### config.mk
export PLATFORM = sky130hd
export DESIGN_NAME = suffix_quality_and_fetch_margin_unit
export DESIGN_NICKNAME = d
export VERILOG_FILES = /design/src/rtl/core/sqfm_pkg.sv /design/src/rtl/core/sqfm_divider.sv /design/src/rtl/core/sqfm_sqrt.sv /design/src/rtl/core/sqfm_regs.sv /design/src/rtl/core/suffix_quality_and_fetch_margin_unit.sv
export SDC_FILE = /design/constraint.sdc
export NUM_CORES = 2
export LEC_CHECK = 0
export BUFFER_PORTS_ARGS = -buffer_cell sky130_fd_sc_hd__buf_2
export CORE_ASPECT_RATIO = 1.5
export CORE_MARGIN = 1.5
export CORE_UTILIZATION = 46
export CTS_BUF_LIST = sky130_fd_sc_hd__clkbuf_2 sky130_fd_sc_hd__clkbuf_4 sky130_fd_sc_hd__clkbuf_8
export DETAILED_ROUTE_END_ITERATION = 6
export GPL_ROUTABILITY_DRIVEN = 0
export PLACE_DENSITY = 0.73
export SYNTH_ARGS = -nofsm -noshare
export SYNTH_HDL_FRONTEND = slang
export SYNTH_HIERARCHICAL = 1
export SYNTH_SLANG_ARGS = --single-unit
### constraint.sdc
create_clock -name clk -period 17.3 [get_ports clk]
set_input_delay 0 -clock clk [delete_from_list [all_inputs] [get_ports clk]]
set_output_delay 0 -clock clk [all_outputs]
set_load 0.01 [all_outputs]
### src/rtl/core/sqfm_pkg.sv
// Shared types, constants and codes of the suffix quality and fetch margin unit.
`timescale 1ns / 1ps
package sqfm_pkg;

  localparam int QBITS = 16;
  localparam int TBITS = 16;
  localparam logic [16:0] QUAL_ONE = 17'(1 << QBITS);
  localparam logic [39:0] BPS_RESET = 40'd1250000;
  localparam logic [16:0] PERIOD_RESET = 17'd2731;
  localparam logic [47:0] SQSUM_MAX = 48'hFFFF_FFFF_FFFF;
  localparam logic signed [48:0] SLACK_MAX = 49'sh0_7FFF_FFFF_FFFF;

  localparam logic [0:0] REG_BPS = 1'b0;
  localparam logic [0:0] REG_PERIOD = 1'b1;

  typedef struct packed {
    logic        track_start;
    logic [16:0] quality;
    logic        shown;
    logic [31:0] frame_length;
    logic        cached;
  } in_item_t;

  typedef struct packed {
    logic [16:0] average_quality;
    logic [16:0] stddev_quality;
    logic [16:0] minimum_quality;
    logic [31:0] fetch_time;
    logic [31:0] margin_required;
  } out_item_t;

  typedef enum logic [1:0] {
    DIV_IDLE,
    DIV_RUN,
    DIV_DONE
  } div_state_t;

  typedef enum logic [3:0] {
    SQ_IDLE,
    SQ_MEAN_DIV,
    SQ_MEAN_UPD,
    SQ_PROD,
    SQ_VAR_DIV,
    SQ_ROOT,
    SQ_FETCH_DIV,
    SQ_SLACK,
    SQ_OUT
  } seq_state_t;

  typedef struct packed {
    logic        start;
    logic [63:0] dividend;
    logic [39:0] divisor;
  } div_req_t;

  typedef struct packed {
    logic        done;
    logic [63:0] quotient;
  } div_rsp_t;

endpackage

### src/rtl/core/sqfm_divider.sv
// Shared restoring divider, one quotient bit per cycle.
`timescale 1ns / 1ps
module sqfm_divider (
  input  logic              clk,
  input  logic              rst_n,
  input  sqfm_pkg::div_req_t req,
  output sqfm_pkg::div_rsp_t rsp
);

  sqfm_pkg::div_state_t state_r, state_nxt;
  logic [63:0] quo_r, quo_nxt;
  logic [40:0] rem_r, rem_nxt;
  logic [39:0] dvs_r, dvs_nxt;
  logic [5:0]  cnt_r, cnt_nxt;
  logic [40:0] trial;

  always_ff @(posedge clk) begin
    if (!rst_n) begin
      state_r <= sqfm_pkg::DIV_IDLE;
    end else begin
      state_r <= state_nxt;
    end
    quo_r <= quo_nxt;
    rem_r <= rem_nxt;
    dvs_r <= dvs_nxt;
    cnt_r <= cnt_nxt;
  end

  always_comb begin
    state_nxt = state_r;
    unique case (state_r)
      sqfm_pkg::DIV_IDLE: if (req.start) state_nxt = sqfm_pkg::DIV_RUN;
      sqfm_pkg::DIV_RUN:  if (cnt_r == 6'd63) state_nxt = sqfm_pkg::DIV_DONE;
      sqfm_pkg::DIV_DONE: state_nxt = sqfm_pkg::DIV_IDLE;
      default:            state_nxt = sqfm_pkg::DIV_IDLE;
    endcase
  end

  always_comb begin
    quo_nxt = quo_r;
    rem_nxt = rem_r;
    dvs_nxt = dvs_r;
    cnt_nxt = cnt_r;
    trial = {rem_r[39:0], quo_r[63]};
    unique case (state_r)
      sqfm_pkg::DIV_IDLE: begin
        quo_nxt = req.dividend;
        rem_nxt = '0;
        dvs_nxt = req.divisor;
        cnt_nxt = '0;
      end
      sqfm_pkg::DIV_RUN: begin
        if (trial >= {1'b0, dvs_r}) begin
          rem_nxt = trial - {1'b0, dvs_r};
          quo_nxt = {quo_r[62:0], 1'b1};
        end else begin
          rem_nxt = trial;
          quo_nxt = {quo_r[62:0], 1'b0};
        end
        cnt_nxt = cnt_r + 6'd1;
      end
      default: ;
    endcase
  end

  assign rsp.done = (state_r == sqfm_pkg::DIV_DONE);
  assign rsp.quotient = quo_r;

endmodule

### src/rtl/core/sqfm_sqrt.sv
// Bit-pair integer square root, one result bit per cycle.
`timescale 1ns / 1ps
module sqfm_sqrt (
  input  logic        clk,
  input  logic        rst_n,
  input  logic        start,
  input  logic [47:0] radicand,
  output logic        done,
  output logic [23:0] root
);

  logic        busy_r, busy_nxt;
  logic        done_r, done_nxt;
  logic [47:0] val_r, val_nxt;
  logic [25:0] rem_r, rem_nxt;
  logic [23:0] res_r, res_nxt;
  logic [4:0]  cnt_r, cnt_nxt;
  logic [25:0] trial, test;

  always_ff @(posedge clk) begin
    if (!rst_n) begin
      busy_r <= 1'b0;
      done_r <= 1'b0;
    end else begin
      busy_r <= busy_nxt;
      done_r <= done_nxt;
    end
    val_r <= val_nxt;
    rem_r <= rem_nxt;
    res_r <= res_nxt;
    cnt_r <= cnt_nxt;
  end

  always_comb begin
    busy_nxt = busy_r;
    done_nxt = 1'b0;
    val_nxt = val_r;
    rem_nxt = rem_r;
    res_nxt = res_r;
    cnt_nxt = cnt_r;
    trial = {rem_r[23:0], val_r[47:46]};
    test = {res_r, 2'b01};
    if (!busy_r) begin
      if (start) begin
        busy_nxt = 1'b1;
        val_nxt = radicand;
        rem_nxt = '0;
        res_nxt = '0;
        cnt_nxt = '0;
      end
    end else begin
      val_nxt = {val_r[45:0], 2'b00};
      if (trial >= test) begin
        rem_nxt = trial - test;
        res_nxt = {res_r[22:0], 1'b1};
      end else begin
        rem_nxt = trial;
        res_nxt = {res_r[22:0], 1'b0};
      end
      cnt_nxt = cnt_r + 5'd1;
      if (cnt_r == 5'd23) begin
        busy_nxt = 1'b0;
        done_nxt = 1'b1;
      end
    end
  end

  assign done = done_r;
  assign root = res_r;

endmodule

### src/rtl/core/sqfm_regs.sv
// Configuration registers behind the APB-style port.
`timescale 1ns / 1ps
module sqfm_regs (
  input  logic        clk,
  input  logic        rst_n,
  input  logic        cfg_psel,
  input  logic        cfg_penable,
  input  logic        cfg_pwrite,
  input  logic [3:3]  cfg_paddr,
  input  logic [63:0] cfg_pwdata,
  output logic [63:0] cfg_prdata,
  output logic [39:0] bps,
  output logic [16:0] period
);

  logic [39:0] bps_r;
  logic [16:0] period_r;
  logic        wr;

  assign wr = cfg_psel && cfg_penable && cfg_pwrite;

  always_ff @(posedge clk) begin
    if (!rst_n) begin
      bps_r <= sqfm_pkg::BPS_RESET;
      period_r <= sqfm_pkg::PERIOD_RESET;
    end else if (wr) begin
      if (cfg_paddr == sqfm_pkg::REG_BPS) bps_r <= cfg_pwdata[39:0];
      else period_r <= cfg_pwdata[16:0];
    end
  end

  always_comb begin
    if (cfg_paddr == sqfm_pkg::REG_BPS) cfg_prdata = {24'd0, bps_r};
    else cfg_prdata = {47'd0, period_r};
  end

  assign bps = bps_r;
  assign period = period_r;

endmodule

### src/rtl/core/suffix_quality_and_fetch_margin_unit.sv
// Top level: sequencer around a shared divider and a square root unit.
`timescale 1ns / 1ps
// One frame is taken per transfer and yields one result. The shared 64-step
// divider runs up to three passes: the mean step for a shown frame after the
// first, the variance once two frames are shown, and the fetch time unless the
// frame is cached or the rate is zero. The 24-step square root runs after the
// variance. Ready drops from the input transfer until the result is taken.
// Registers: bytes_per_second at byte 0, frame_period at byte 8, 64-bit data.
module suffix_quality_and_fetch_margin_unit (
  input  logic                clk,
  input  logic                rst_n,
  input  logic                in_valid,
  output logic                in_ready,
  input  sqfm_pkg::in_item_t  in_data,
  output logic                out_valid,
  input  logic                out_ready,
  output sqfm_pkg::out_item_t out_data,
  input  logic                cfg_psel,
  input  logic                cfg_penable,
  input  logic                cfg_pwrite,
  input  logic [3:3]          cfg_paddr,
  input  logic [63:0]         cfg_pwdata,
  output logic [63:0]         cfg_prdata,
  output logic                cfg_pready
);

  sqfm_pkg::seq_state_t state_r, state_nxt;
  sqfm_pkg::div_req_t   dreq;
  sqfm_pkg::div_rsp_t   drsp;
  logic [39:0] bps;
  logic [16:0] period;

  logic [31:0] count_r, count_nxt;
  logic [16:0] mean_r, mean_nxt;
  logic [47:0] sqsum_r, sqsum_nxt;
  logic [16:0] min_r, min_nxt;
  logic signed [48:0] slack_r, slack_nxt;
  sqfm_pkg::in_item_t item_r, item_nxt;
  logic        neg_r, neg_nxt;
  logic [16:0] mag_r, mag_nxt;
  logic [16:0] sd_r, sd_nxt;
  logic [31:0] fetch_r, fetch_nxt;
  sqfm_pkg::out_item_t res_r, res_nxt;
  logic        busy_r, busy_nxt;
  logic        sq_start;
  logic        sq_done;
  logic [23:0] sq_root;
  logic [47:0] var_q;
  logic [16:0] q_sat, step, nm, bdiff;
  logic [33:0] prod;
  logic [48:0] sqsum_add;
  logic signed [48:0] s;
  logic [31:0] margin;

  assign cfg_pready = 1'b1;

  sqfm_regs u_regs (
    .clk, .rst_n, .cfg_psel, .cfg_penable, .cfg_pwrite, .cfg_paddr,
    .cfg_pwdata, .cfg_prdata, .bps, .period
  );

  sqfm_divider u_div (.clk, .rst_n, .req(dreq), .rsp(drsp));

  sqfm_sqrt u_sqrt (
    .clk, .rst_n, .start(sq_start), .radicand(var_q), .done(sq_done), .root(sq_root)
  );

  assign var_q = drsp.quotient[47:0];

  always_ff @(posedge clk) begin
    if (!rst_n) begin
      state_r <= sqfm_pkg::SQ_IDLE;
      count_r <= '0;
      mean_r <= '0;
      sqsum_r <= '0;
      min_r <= sqfm_pkg::QUAL_ONE;
      slack_r <= '0;
      busy_r <= 1'b0;
    end else begin
      state_r <= state_nxt;
      count_r <= count_nxt;
      mean_r <= mean_nxt;
      sqsum_r <= sqsum_nxt;
      min_r <= min_nxt;
      slack_r <= slack_nxt;
      busy_r <= busy_nxt;
    end
    item_r <= item_nxt;
    neg_r <= neg_nxt;
    mag_r <= mag_nxt;
    sd_r <= sd_nxt;
    fetch_r <= fetch_nxt;
    res_r <= res_nxt;
  end

  assign in_ready = (state_r == sqfm_pkg::SQ_IDLE);
  assign out_valid = (state_r == sqfm_pkg::SQ_OUT);
  assign out_data = res_r;

  assign q_sat = (in_data.quality > sqfm_pkg::QUAL_ONE) ? sqfm_pkg::QUAL_ONE
                                                         : in_data.quality;
  assign step = drsp.quotient[16:0];
  assign nm = neg_r ? (mean_r - step) : (mean_r + step);
  assign bdiff = neg_r ? (nm - item_r.quality) : (item_r.quality - nm);
  assign prod = mag_r * bdiff;
  assign sqsum_add = {1'b0, sqsum_r} + {15'd0, prod};
  assign s = slack_r + $signed({17'd0, fetch_r});
  assign margin = (s < 0) ? 32'd0 : ((s > 49'sh0_FFFF_FFFF) ? 32'hFFFF_FFFF : s[31:0]);

  always_comb begin
    state_nxt = state_r;
    unique case (state_r)
      sqfm_pkg::SQ_IDLE: begin
        if (in_valid) begin
          if (!in_data.shown || count_nxt == 32'd1) begin
            state_nxt = sqfm_pkg::SQ_PROD;
          end else begin
            state_nxt = sqfm_pkg::SQ_MEAN_DIV;
          end
        end
      end
      sqfm_pkg::SQ_MEAN_DIV: if (drsp.done) state_nxt = sqfm_pkg::SQ_MEAN_UPD;
      sqfm_pkg::SQ_MEAN_UPD: state_nxt = sqfm_pkg::SQ_PROD;
      sqfm_pkg::SQ_PROD: begin
        if (count_r > 32'd1) state_nxt = sqfm_pkg::SQ_VAR_DIV;
        else state_nxt = sqfm_pkg::SQ_FETCH_DIV;
      end
      sqfm_pkg::SQ_VAR_DIV: if (drsp.done) state_nxt = sqfm_pkg::SQ_ROOT;
      sqfm_pkg::SQ_ROOT: if (sq_done) state_nxt = sqfm_pkg::SQ_FETCH_DIV;
      sqfm_pkg::SQ_FETCH_DIV: begin
        if (item_r.cached || bps == 40'd0 || drsp.done) state_nxt = sqfm_pkg::SQ_SLACK;
      end
      sqfm_pkg::SQ_SLACK: state_nxt = sqfm_pkg::SQ_OUT;
      sqfm_pkg::SQ_OUT: if (out_ready) state_nxt = sqfm_pkg::SQ_IDLE;
      default: state_nxt = sqfm_pkg::SQ_IDLE;
    endcase
  end

  always_comb begin
    count_nxt = count_r;
    mean_nxt = mean_r;
    sqsum_nxt = sqsum_r;
    min_nxt = min_r;
    slack_nxt = slack_r;
    item_nxt = item_r;
    neg_nxt = neg_r;
    mag_nxt = mag_r;
    sd_nxt = sd_r;
    fetch_nxt = fetch_r;
    res_nxt = res_r;
    busy_nxt = 1'b0;
    sq_start = 1'b0;
    dreq.start = 1'b0;
    dreq.dividend = '0;
    dreq.divisor = '0;
    unique case (state_r)
      sqfm_pkg::SQ_IDLE: begin
        if (in_data.track_start) begin
          count_nxt = '0;
          mean_nxt = '0;
          sqsum_nxt = '0;
          min_nxt = sqfm_pkg::QUAL_ONE;
          slack_nxt = '0;
        end
        if (in_data.shown && count_nxt != 32'hFFFF_FFFF) count_nxt = count_nxt + 32'd1;
        if (in_valid) begin
          item_nxt = in_data;
          item_nxt.quality = q_sat;
          neg_nxt = q_sat < mean_nxt;
          mag_nxt = (q_sat < mean_nxt) ? (mean_nxt - q_sat) : (q_sat - mean_nxt);
          sd_nxt = '0;
          if (in_data.shown && count_nxt == 32'd1) begin
            mean_nxt = q_sat;
            min_nxt = q_sat;
            sqsum_nxt = '0;
          end
        end else begin
          count_nxt = count_r;
          mean_nxt = mean_r;
          sqsum_nxt = sqsum_r;
          min_nxt = min_r;
          slack_nxt = slack_r;
        end
      end
      sqfm_pkg::SQ_MEAN_DIV: begin
        dreq.start = !busy_r;
        busy_nxt = !drsp.done;
        dreq.dividend = {47'd0, mag_r} + {33'd0, count_r[31:1]};
        dreq.divisor = {8'd0, count_r};
      end
      sqfm_pkg::SQ_MEAN_UPD: begin
        mean_nxt = nm;
        sqsum_nxt = sqsum_add[48] ? sqfm_pkg::SQSUM_MAX
                  : ((sqsum_add[47:0] < sqsum_r) ? sqfm_pkg::SQSUM_MAX : sqsum_add[47:0]);
        if (item_r.quality < min_r) min_nxt = item_r.quality;
      end
      sqfm_pkg::SQ_VAR_DIV: begin
        dreq.start = !busy_r;
        busy_nxt = !drsp.done;
        dreq.dividend = {16'd0, sqsum_r};
        dreq.divisor = {8'd0, count_r - 32'd1};
        sq_start = drsp.done;
      end
      sqfm_pkg::SQ_ROOT: begin
        if (sq_done) begin
          sd_nxt = (sq_root > {7'd0, sqfm_pkg::QUAL_ONE}) ? sqfm_pkg::QUAL_ONE : sq_root[16:0];
        end
      end
      sqfm_pkg::SQ_FETCH_DIV: begin
        if (item_r.cached) begin
          fetch_nxt = '0;
        end else if (bps == 40'd0) begin
          fetch_nxt = 32'hFFFF_FFFF;
        end else begin
          dreq.start = !busy_r;
          busy_nxt = !drsp.done;
          dreq.dividend = {16'd0, item_r.frame_length, 16'd0};
          dreq.divisor = bps;
          if (drsp.done) begin
            fetch_nxt = (drsp.quotient[63:32] != 32'd0) ? 32'hFFFF_FFFF
                                                        : drsp.quotient[31:0];
          end
        end
      end
      sqfm_pkg::SQ_SLACK: begin
        slack_nxt = (s < 0) ? 49'sd0 : ((s > sqfm_pkg::SLACK_MAX) ? sqfm_pkg::SLACK_MAX : s);
        if (item_r.shown) slack_nxt = slack_nxt - $signed({32'd0, period});
        if (count_r == 32'd0) begin
          res_nxt.average_quality = sqfm_pkg::QUAL_ONE;
          res_nxt.minimum_quality = sqfm_pkg::QUAL_ONE;
        end else begin
          res_nxt.average_quality = mean_r;
          res_nxt.minimum_quality = min_r;
        end
        res_nxt.stddev_quality = sd_r;
        res_nxt.fetch_time = fetch_r;
        res_nxt.margin_required = margin;
      end
      default: ;
    endcase
  end

endmodule

* After elaboration in Yosys (flattened, before gate mapping)
Index checks and enable logic that the tools add are counted.
Word-level totals: flip-flop bits (word level) 713, latch bits 0, memory bits (writable) 0, bits in read-only memories 0, input port bits 124, output and inout port bits 182, word-level logic and storage cells 202, memories 0
Cells by class: add/sub/neg operators 16, $mul 1, divide/modulo/power cells 0, $lt $le $gt $ge 11, equal/unequal tests 26, shift operators 0, multiplexer cells 79, bitwise operators 1, reduce and logical (&&, ||, !) cells 34
Operators with widths (number):
- two-way mux 48 bit | 7
- two-way mux 32 bit | 10
- one-hot mux 105 bit (3 select lines) | 1
- two-way mux 17 bit | 15
- two-way mux 49 bit | 5
- two-way mux 105 bit | 2
- one-hot mux 64 bit (2 select lines) | 1
- two-way mux 24 bit | 5
- one-hot mux 17 bit (2 select lines) | 3
- one-hot mux 49 bit (2 select lines) | 1
- one-hot mux 48 bit (2 select lines) | 1
- subtractor 17 bit | 5
- two-way mux 40 bit | 2
- one-hot mux 40 bit (2 select lines) | 1
- equality test 32 x 1 -> 1 bit (second input constant) | 2
- adder 48 x 34 -> 49 bit | 1
- adder 49 x 33 -> 49 bit | 1
- > comparator 49 x 33 -> 1 bit (second input constant) | 1
- > comparator 49 x 48 -> 1 bit (second input constant) | 1
- less-than comparator 49 x 1 -> 1 bit (second input constant) | 1
- subtractor 49 x 18 -> 49 bit | 1
- less-than comparator 48 bit | 1
- >= comparator 41 x 40 -> 1 bit | 1
- zero test 40 bit | 1
- 49 further kinds | 98

* Depth between registers and ports, before layout
depth after elaboration 13, mapped depth 62, depth with buffers taken out 59

* Cells and area by module
Netlist, hierarchy kept.
Modules (own cells, without submodules):
- suffix_quality_and_fetch_margin_unit | instances 1, cells each 4665, area an instance 39869.5 sq um
- sqfm_divider | instances 1, cells each 891, area an instance 8541.9 sq um
- sqfm_sqrt | instances 1, cells each 458, area an instance 5386.4 sq um
- sqfm_regs | instances 1, cells each 311, area an instance 2907.8 sq um

* Least setup slack after synthesis
OpenSTA, ideal clock, no wires.
path kind register -> register, start point register neg_r, end point register sqsum_r[38], library setup time 0.120 ns, arrival time 12.828 ns, data required time 17.180 ns, slack 4.352 ns, stages on the path, launching flop included 60, clock period less this slack 12.948 ns, cells stage by stage edfxtp_1 clkbuf_1 buf_1 buf_1 nor2_1 xnor2_1 ha_1 nor2b_1 o21ai_0 a21boi_0 o21a_1 o31a_1 o41a_1 xnor2_1 inv_1 ha_1 buf_2 and2_1 [24 not listed] nor2b_1 nor2_1 o21ai_0 xor2_1 ha_1 nand4_1 nor2_1 nand3_1 or3_1 a21oi_1 o32ai_1 o211ai_1 a31oi_1 or3_1 a311oi_1 nor3_2 clkbuf_1 a211o_1
Between the ends: word-level cells in the longest chain between the ends 9, elaborated cells between the ends (all ways) 10
RTL lines:
- from (decl) | line suffix_quality_and_fetch_margin_unit.sv:39 | logic neg_r, neg_nxt;
- from (signal assigned) | line suffix_quality_and_fetch_margin_unit.sv:89 | neg_r <= neg_nxt;
- two-way mux 17 bit | line suffix_quality_and_fetch_margin_unit.sv:103 | assign nm = neg_r ? (mean_r - step) : (mean_r + step);
- subtractor 17 bit | line suffix_quality_and_fetch_margin_unit.sv:104 | assign bdiff = neg_r ? (nm - item_r.quality) : (item_r.quality - nm);
- two-way mux 17 bit * | line suffix_quality_and_fetch_margin_unit.sv:104
- multiplier 17 x 17 -> 34 bit * | line suffix_quality_and_fetch_margin_unit.sv:105 | assign prod = mag_r * bdiff;
- adder 48 x 34 -> 49 bit * | line suffix_quality_and_fetch_margin_unit.sv:106 | assign sqsum_add = {1'b0, sqsum_r} + {15'd0, prod};
- less-than comparator 48 bit | line suffix_quality_and_fetch_margin_unit.sv:194 | : ((sqsum_add[47:0] < sqsum_r) ? sqfm_pkg::SQSUM_MAX : sqsum_add[47:0]);
- two-way mux 48 bit | line suffix_quality_and_fetch_margin_unit.sv:194
- two-way mux 48 bit * | line suffix_quality_and_fetch_margin_unit.sv:193 | sqsum_nxt = sqsum_add[48] ? sqfm_pkg::SQSUM_MAX
- one-hot mux 48 bit (2 select lines) * | line suffix_quality_and_fetch_margin_unit.sv:156 | unique case (state_r)
- to (signal assigned) | line suffix_quality_and_fetch_margin_unit.sv:83 | sqsum_r <= sqsum_nxt;
- to (decl) | line suffix_quality_and_fetch_margin_unit.sv:35 | logic [47:0] sqsum_r, sqsum_nxt;
Every way passes the cells marked *; elsewhere a longest branch is shown, timed or not. A chain may end at the register's enable or synchronous reset.

* Worst setup path in the final report
start point register u_div.quo_r[4], end point register sqsum_r[32]
Between the ends: word-level cells in the longest chain between the ends 10, elaborated cells between the ends (all ways) 12
RTL lines:
- from (decl) | line sqfm_divider.sv:11 | logic [63:0] quo_r, quo_nxt;
- from (signal assigned) | line sqfm_divider.sv:23 | quo_r <= quo_nxt;
- adder 17 bit or subtractor 17 bit (tied branches) | line suffix_quality_and_fetch_margin_unit.sv:103
- two-way mux 17 bit * | line suffix_quality_and_fetch_margin_unit.sv:103
- subtractor 17 bit | line suffix_quality_and_fetch_margin_unit.sv:104
- two-way mux 17 bit * | line suffix_quality_and_fetch_margin_unit.sv:104
- multiplier 17 x 17 -> 34 bit * | line suffix_quality_and_fetch_margin_unit.sv:105
- adder 48 x 34 -> 49 bit * | line suffix_quality_and_fetch_margin_unit.sv:106
- less-than comparator 48 bit | line suffix_quality_and_fetch_margin_unit.sv:194
- two-way mux 48 bit | line suffix_quality_and_fetch_margin_unit.sv:194
- two-way mux 48 bit * | line suffix_quality_and_fetch_margin_unit.sv:193
- one-hot mux 48 bit (2 select lines) * | line suffix_quality_and_fetch_margin_unit.sv:156
Marks and branches as above.

==> flow_summary_export.csv <==
group,metric,value,unit
outcome,outcome,"complete, but fails checks",
outcome,violations,"DRC",
floorplanning,fp.dieW,289.7,um
route,via_count,49630,
timing,worst_slew_pin_slew,1443,ps
route,detailed_route_vias_per_instance,5.971,
hold_path,hp-class,"input port to flip-flop",
clocking,tritoncts,"yes",
timing,maxClockFrequency,0.06724,GHz
setup_path,worst_ep_arrival_time,15600,ps
synth,netlist.top_cell.by_area,"sky130_fd_sc_hd__edfxtp_1",
synth,synth.area.top_cells,"sky130_fd_sc_hd__edfxtp_1 (26%), sky130_fd_sc_hd__fa_1 (9.5%), sky130_fd_sc_hd__ha_1 (8.5%)",
synth,synth-compound-area-share,17.18,%
global_route,grt_use_total,27.86,%
floorplanning,chipHeight,433.0,um
layout,finalNonFillerCells,8311,
layout,final_layout_size_suffix_gt1_share,9.295,%
clocking,cts_htree_levels,3,
setup_path,critPathCaptureType,"flip-flop",
global_route,maximum_number_of_pins_on_one_net_before_global_route_repair,107,
synth,ys_seq_elements,713,
timing,hold_viol_final,0,
setup_path,timing.critical_path.fanout_max,19,
global_route,antenna_violations_before_repair,9,
floorplanning,placeableCoreArea,122200,sq um
clocking,ctsRootBufferMaster,"sky130_fd_sc_hd__clkbuf_8",
hold_path,worst_case_hold_path_end_point,"mean_r[8]",
timing,setup_viol_count_final,0,
hold_path,min_from,"in_data[42]",
floorplanning,std_cell_rows,157,
global_route,first_global_vias,49280,
route,post-route-drc-count,2,
synth,area_share_of_the_largest_cell_type_after_synthesis,25.52,%
timing,timing.final.crit_share,85.96,%
synth,synth-adder-area-share,17.91,%
clocking,clock_latency,870,ps
synth,post_synth.cell_area_avg,8.965,sq um
setup_path,worstReg2RegStart,"u_div/quo_r[4]",
layout,nets,7393,
clocking,ctsLongestPathBuffers,3,
layout,area_delta_synth_final,11.92,%
timing,skew,49.74,ps
global_route,grt_first_pass_wirelength,271000,um
setup_path,worstRegToRegCells,57,
timing,timing.final.crit_period,14870,ps
timing,timing.hold.ws,59.00,ps
layout,finalCoreUtilization,51.94,%
timing,slew_violations,0,
synth,synthCells,6325,
timing,setup_tns,0,ps
setup_path,reg2reg_slack,2430,ps
floorplanning,floorplan.io_pins,306,
setup_path,r2r-end,"sqsum_r[32]",
setup_path,startpoint_type,"flip-flop",
hold_path,holdPathStages,4,
synth,yosys.area_share.xor_xnor,3.930,%
setup_path,worst_ep_required_time,18030,ps
route,detailedRoute.firstIterationViolations,4243,
clocking,cts_resized,0,
synth,dominant_combinational_cell_family_by_area_after_synthesis,"adder cells",
route,routed_wire_length_per_instance,21.47,um
floorplanning,design.die.area,125400,sq um
route,firstDrtPassIters,7,
timing,rsz0062_at_grt,"no",
global_route,overflow,0,
placement,port_buffers,256,
synth,post_synth_mux_area_share,2.321,%
route,routed_wl,178400,um
clocking,postCtsSetupBuffers,0,
clocking,numCtsBuffers,109,
route,drtAntennaViolNets,0,
setup_path,critPathSlowestCell,"sky130_fd_sc_hd__o2bb2ai_2",
clocking,path_clk_slew,70,ps
setup_path,category_of_the_critical_setup_timing_path,"flip-flop to flip-flop",
placement,dp_hpwl,131200,um
synth,synth_sequential_area_ratio,33.68,%
flow_run,drv_cap,0,
synth,synth_enable_flop_cells,482,
synth,synth_unique_cells,109,
setup_path,crit_path_max_incr_delay,850,ps
synth,async_reset_ff_share,0,%
clocking,cts.sinks,713,
synth,yosys.area_share.simple,17.74,%
synth,mappedNetlistArea,56710,sq um
floorplanning,floorplan.initialDensity,46.41,%
timing,worst_slew_margin_rel,2.762,%
placement,inst_count_dp,7917,
synth,yosys_most_used_dff,"sky130_fd_sc_hd__edfxtp_1",
synth,synth.yosys.warnings,6,
## sequential cells by signal, summed over array words and instances (netlist names), 24 cells and up
name	flops
u_div/rem_r	40
out_data	115
u_sqrt/rem_r	24
item_r	51
u_regs/bps	40
sqsum_r	48
u_sqrt/val_r	48
slack_r	49
count_r	32
u_sqrt/root	24
fetch_r	32
u_div/quo_r	64
u_div/dvs_r	40
## final cells by class
type | count | area (sq um)
antenna | 8 | 20.02
clock buffer | 151 | 1891
clock inverter | 55 | 531.8
fill | 10980 | 58720
inverter | 666 | 2510
multi-input combinational | 4632 | 33880
sequential | 713 | 19100
tap | 1590 | 1989
timing repair buffer | 496 | 3540
## kinds of logic (layout without fill, tap and decap cells)
family | after synthesis | in the layout
adder cells (fa/ha/maj) | 651 | 651
AND/OR/NAND/NOR | 2087 | 2087
buffers and inverters | 1018 | 1368
AO/OA/AOI/OAI | 1472 | 1472
flip-flops | 713 | 713
XOR/XNOR | 252 | 252
multiplexers | 129 | 129
other | 3 | 49
## through the flow
stage	worst slack, ps	instance area (sq um)
after floorplan	4352	56850
final	2428	63460
after detailed placement	2628	59220
after global routing	1563	63460
after CTS	2579	63440
after global placement	2889	59220
## per-layer routing
layer	up-vias	GRT usage (%)	share of wire (%)
met1	23780	30.36	35
met2	2462	47.49	49
met3	731	4.537	7.2
met4	6	22.53	8.9
met5	-	0	0.024
li1	22650	-	-
## synth_stat cells, drive strengths merged, types with 39 or more instances
master,instances
nand3,99
nand2b,59
and3,39
buf,90
mux2i,109
fa,268
inv,664
a22o,60
a31oi,69
a221o,76
a211oi,42
nor4,70
nor2,341
o211ai,43
nor3,116
xor2,88
o21ai,341
ha,383
xnor2,163
and2,165
a21o,119
nand2,849
dfxtp,231
nand4,73
a21oi,381
nor2b,152
clkbuf,262
edfxtp,482
## worst max-delay path: cells and delay by family (launching register included)
family                     cells  cell delay, ps
xor gates and xnor gates       3             600
adders and majority gates     10            4380
AOI/OAI and AO/OA             22            5060
DFF                            1             520
and+or+nand+nor               18            3700
buffers and inverters          4             450
## how the worst max path moves through the flow
| stage | from | endpoint | slack, ps | cells past startpoint |
|---|---|---|---|---|
| after floorplan | neg_r | sqsum_r[38] | 4350 | 59 |
| after global placement | u_div/quo_r[4] | sqsum_r[38] | 2890 | 57 |
| after detailed placement | u_div/quo_r[4] | sqsum_r[32] | 2630 | 57 |
| after CTS | u_div/quo_r[4] | sqsum_r[32] | 2580 | 57 |
| after global routing | u_div/quo_r[4] | sqsum_r[34] | 1560 | 56 |
| final | u_div/quo_r[4] | sqsum_r[32] | 2430 | 57 |
## placed cells by master, fill, tap and decap left out, types with 30 or more instances in the layout
cell / netlist / layout
sky130_fd_sc_hd__and3_1: 39 / 39
sky130_fd_sc_hd__nand2_1: 849 / 846
sky130_fd_sc_hd__inv_1: 663 / 661
sky130_fd_sc_hd__or3_1: 31 / 31
sky130_fd_sc_hd__o21a_1: 38 / 38
sky130_fd_sc_hd__fa_1: 268 / 268
sky130_fd_sc_hd__nand3_1: 98 / 98
sky130_fd_sc_hd__o211ai_1: 42 / 42
sky130_fd_sc_hd__a21o_1: 119 / 119
sky130_fd_sc_hd__a21oi_1: 380 / 378
sky130_fd_sc_hd__clkbuf_8: 0 / 121
sky130_fd_sc_hd__clkbuf_4: 0 / 30
sky130_fd_sc_hd__mux2i_1: 109 / 108
sky130_fd_sc_hd__ha_1: 383 / 383
sky130_fd_sc_hd__a211oi_1: 38 / 38
sky130_fd_sc_hd__dfxtp_1: 231 / 230
sky130_fd_sc_hd__conb_1: 3 / 41
sky130_fd_sc_hd__a221o_1: 76 / 76
sky130_fd_sc_hd__nor2_1: 339 / 337
sky130_fd_sc_hd__nor2b_1: 152 / 149
sky130_fd_sc_hd__nand2b_1: 59 / 59
sky130_fd_sc_hd__xor2_1: 88 / 80
sky130_fd_sc_hd__and2_1: 164 / 164
sky130_fd_sc_hd__nor4_1: 65 / 64
sky130_fd_sc_hd__nor3_1: 113 / 111
sky130_fd_sc_hd__buf_2: 35 / 255
sky130_fd_sc_hd__xnor2_1: 162 / 159
sky130_fd_sc_hd__a22o_1: 60 / 60
sky130_fd_sc_hd__edfxtp_1: 482 / 482
sky130_fd_sc_hd__o21ai_0: 332 / 331
sky130_fd_sc_hd__a21boi_0: 33 / 33
sky130_fd_sc_hd__nand4_1: 72 / 72
sky130_fd_sc_hd__dlygate4sd3_1: 0 / 180
sky130_fd_sc_hd__buf_4: 25 / 60
sky130_fd_sc_hd__a31oi_1: 69 / 68
## repair_timing
item,CTS,global route
hold endpoints to repair,212,0
hold buffers,180,0
endpoints found under the setup margin,0,0
Power is left out: the tool's default activity adds up to more than one toggle a clock period on the data nets, which glitch-free logic cannot reach.
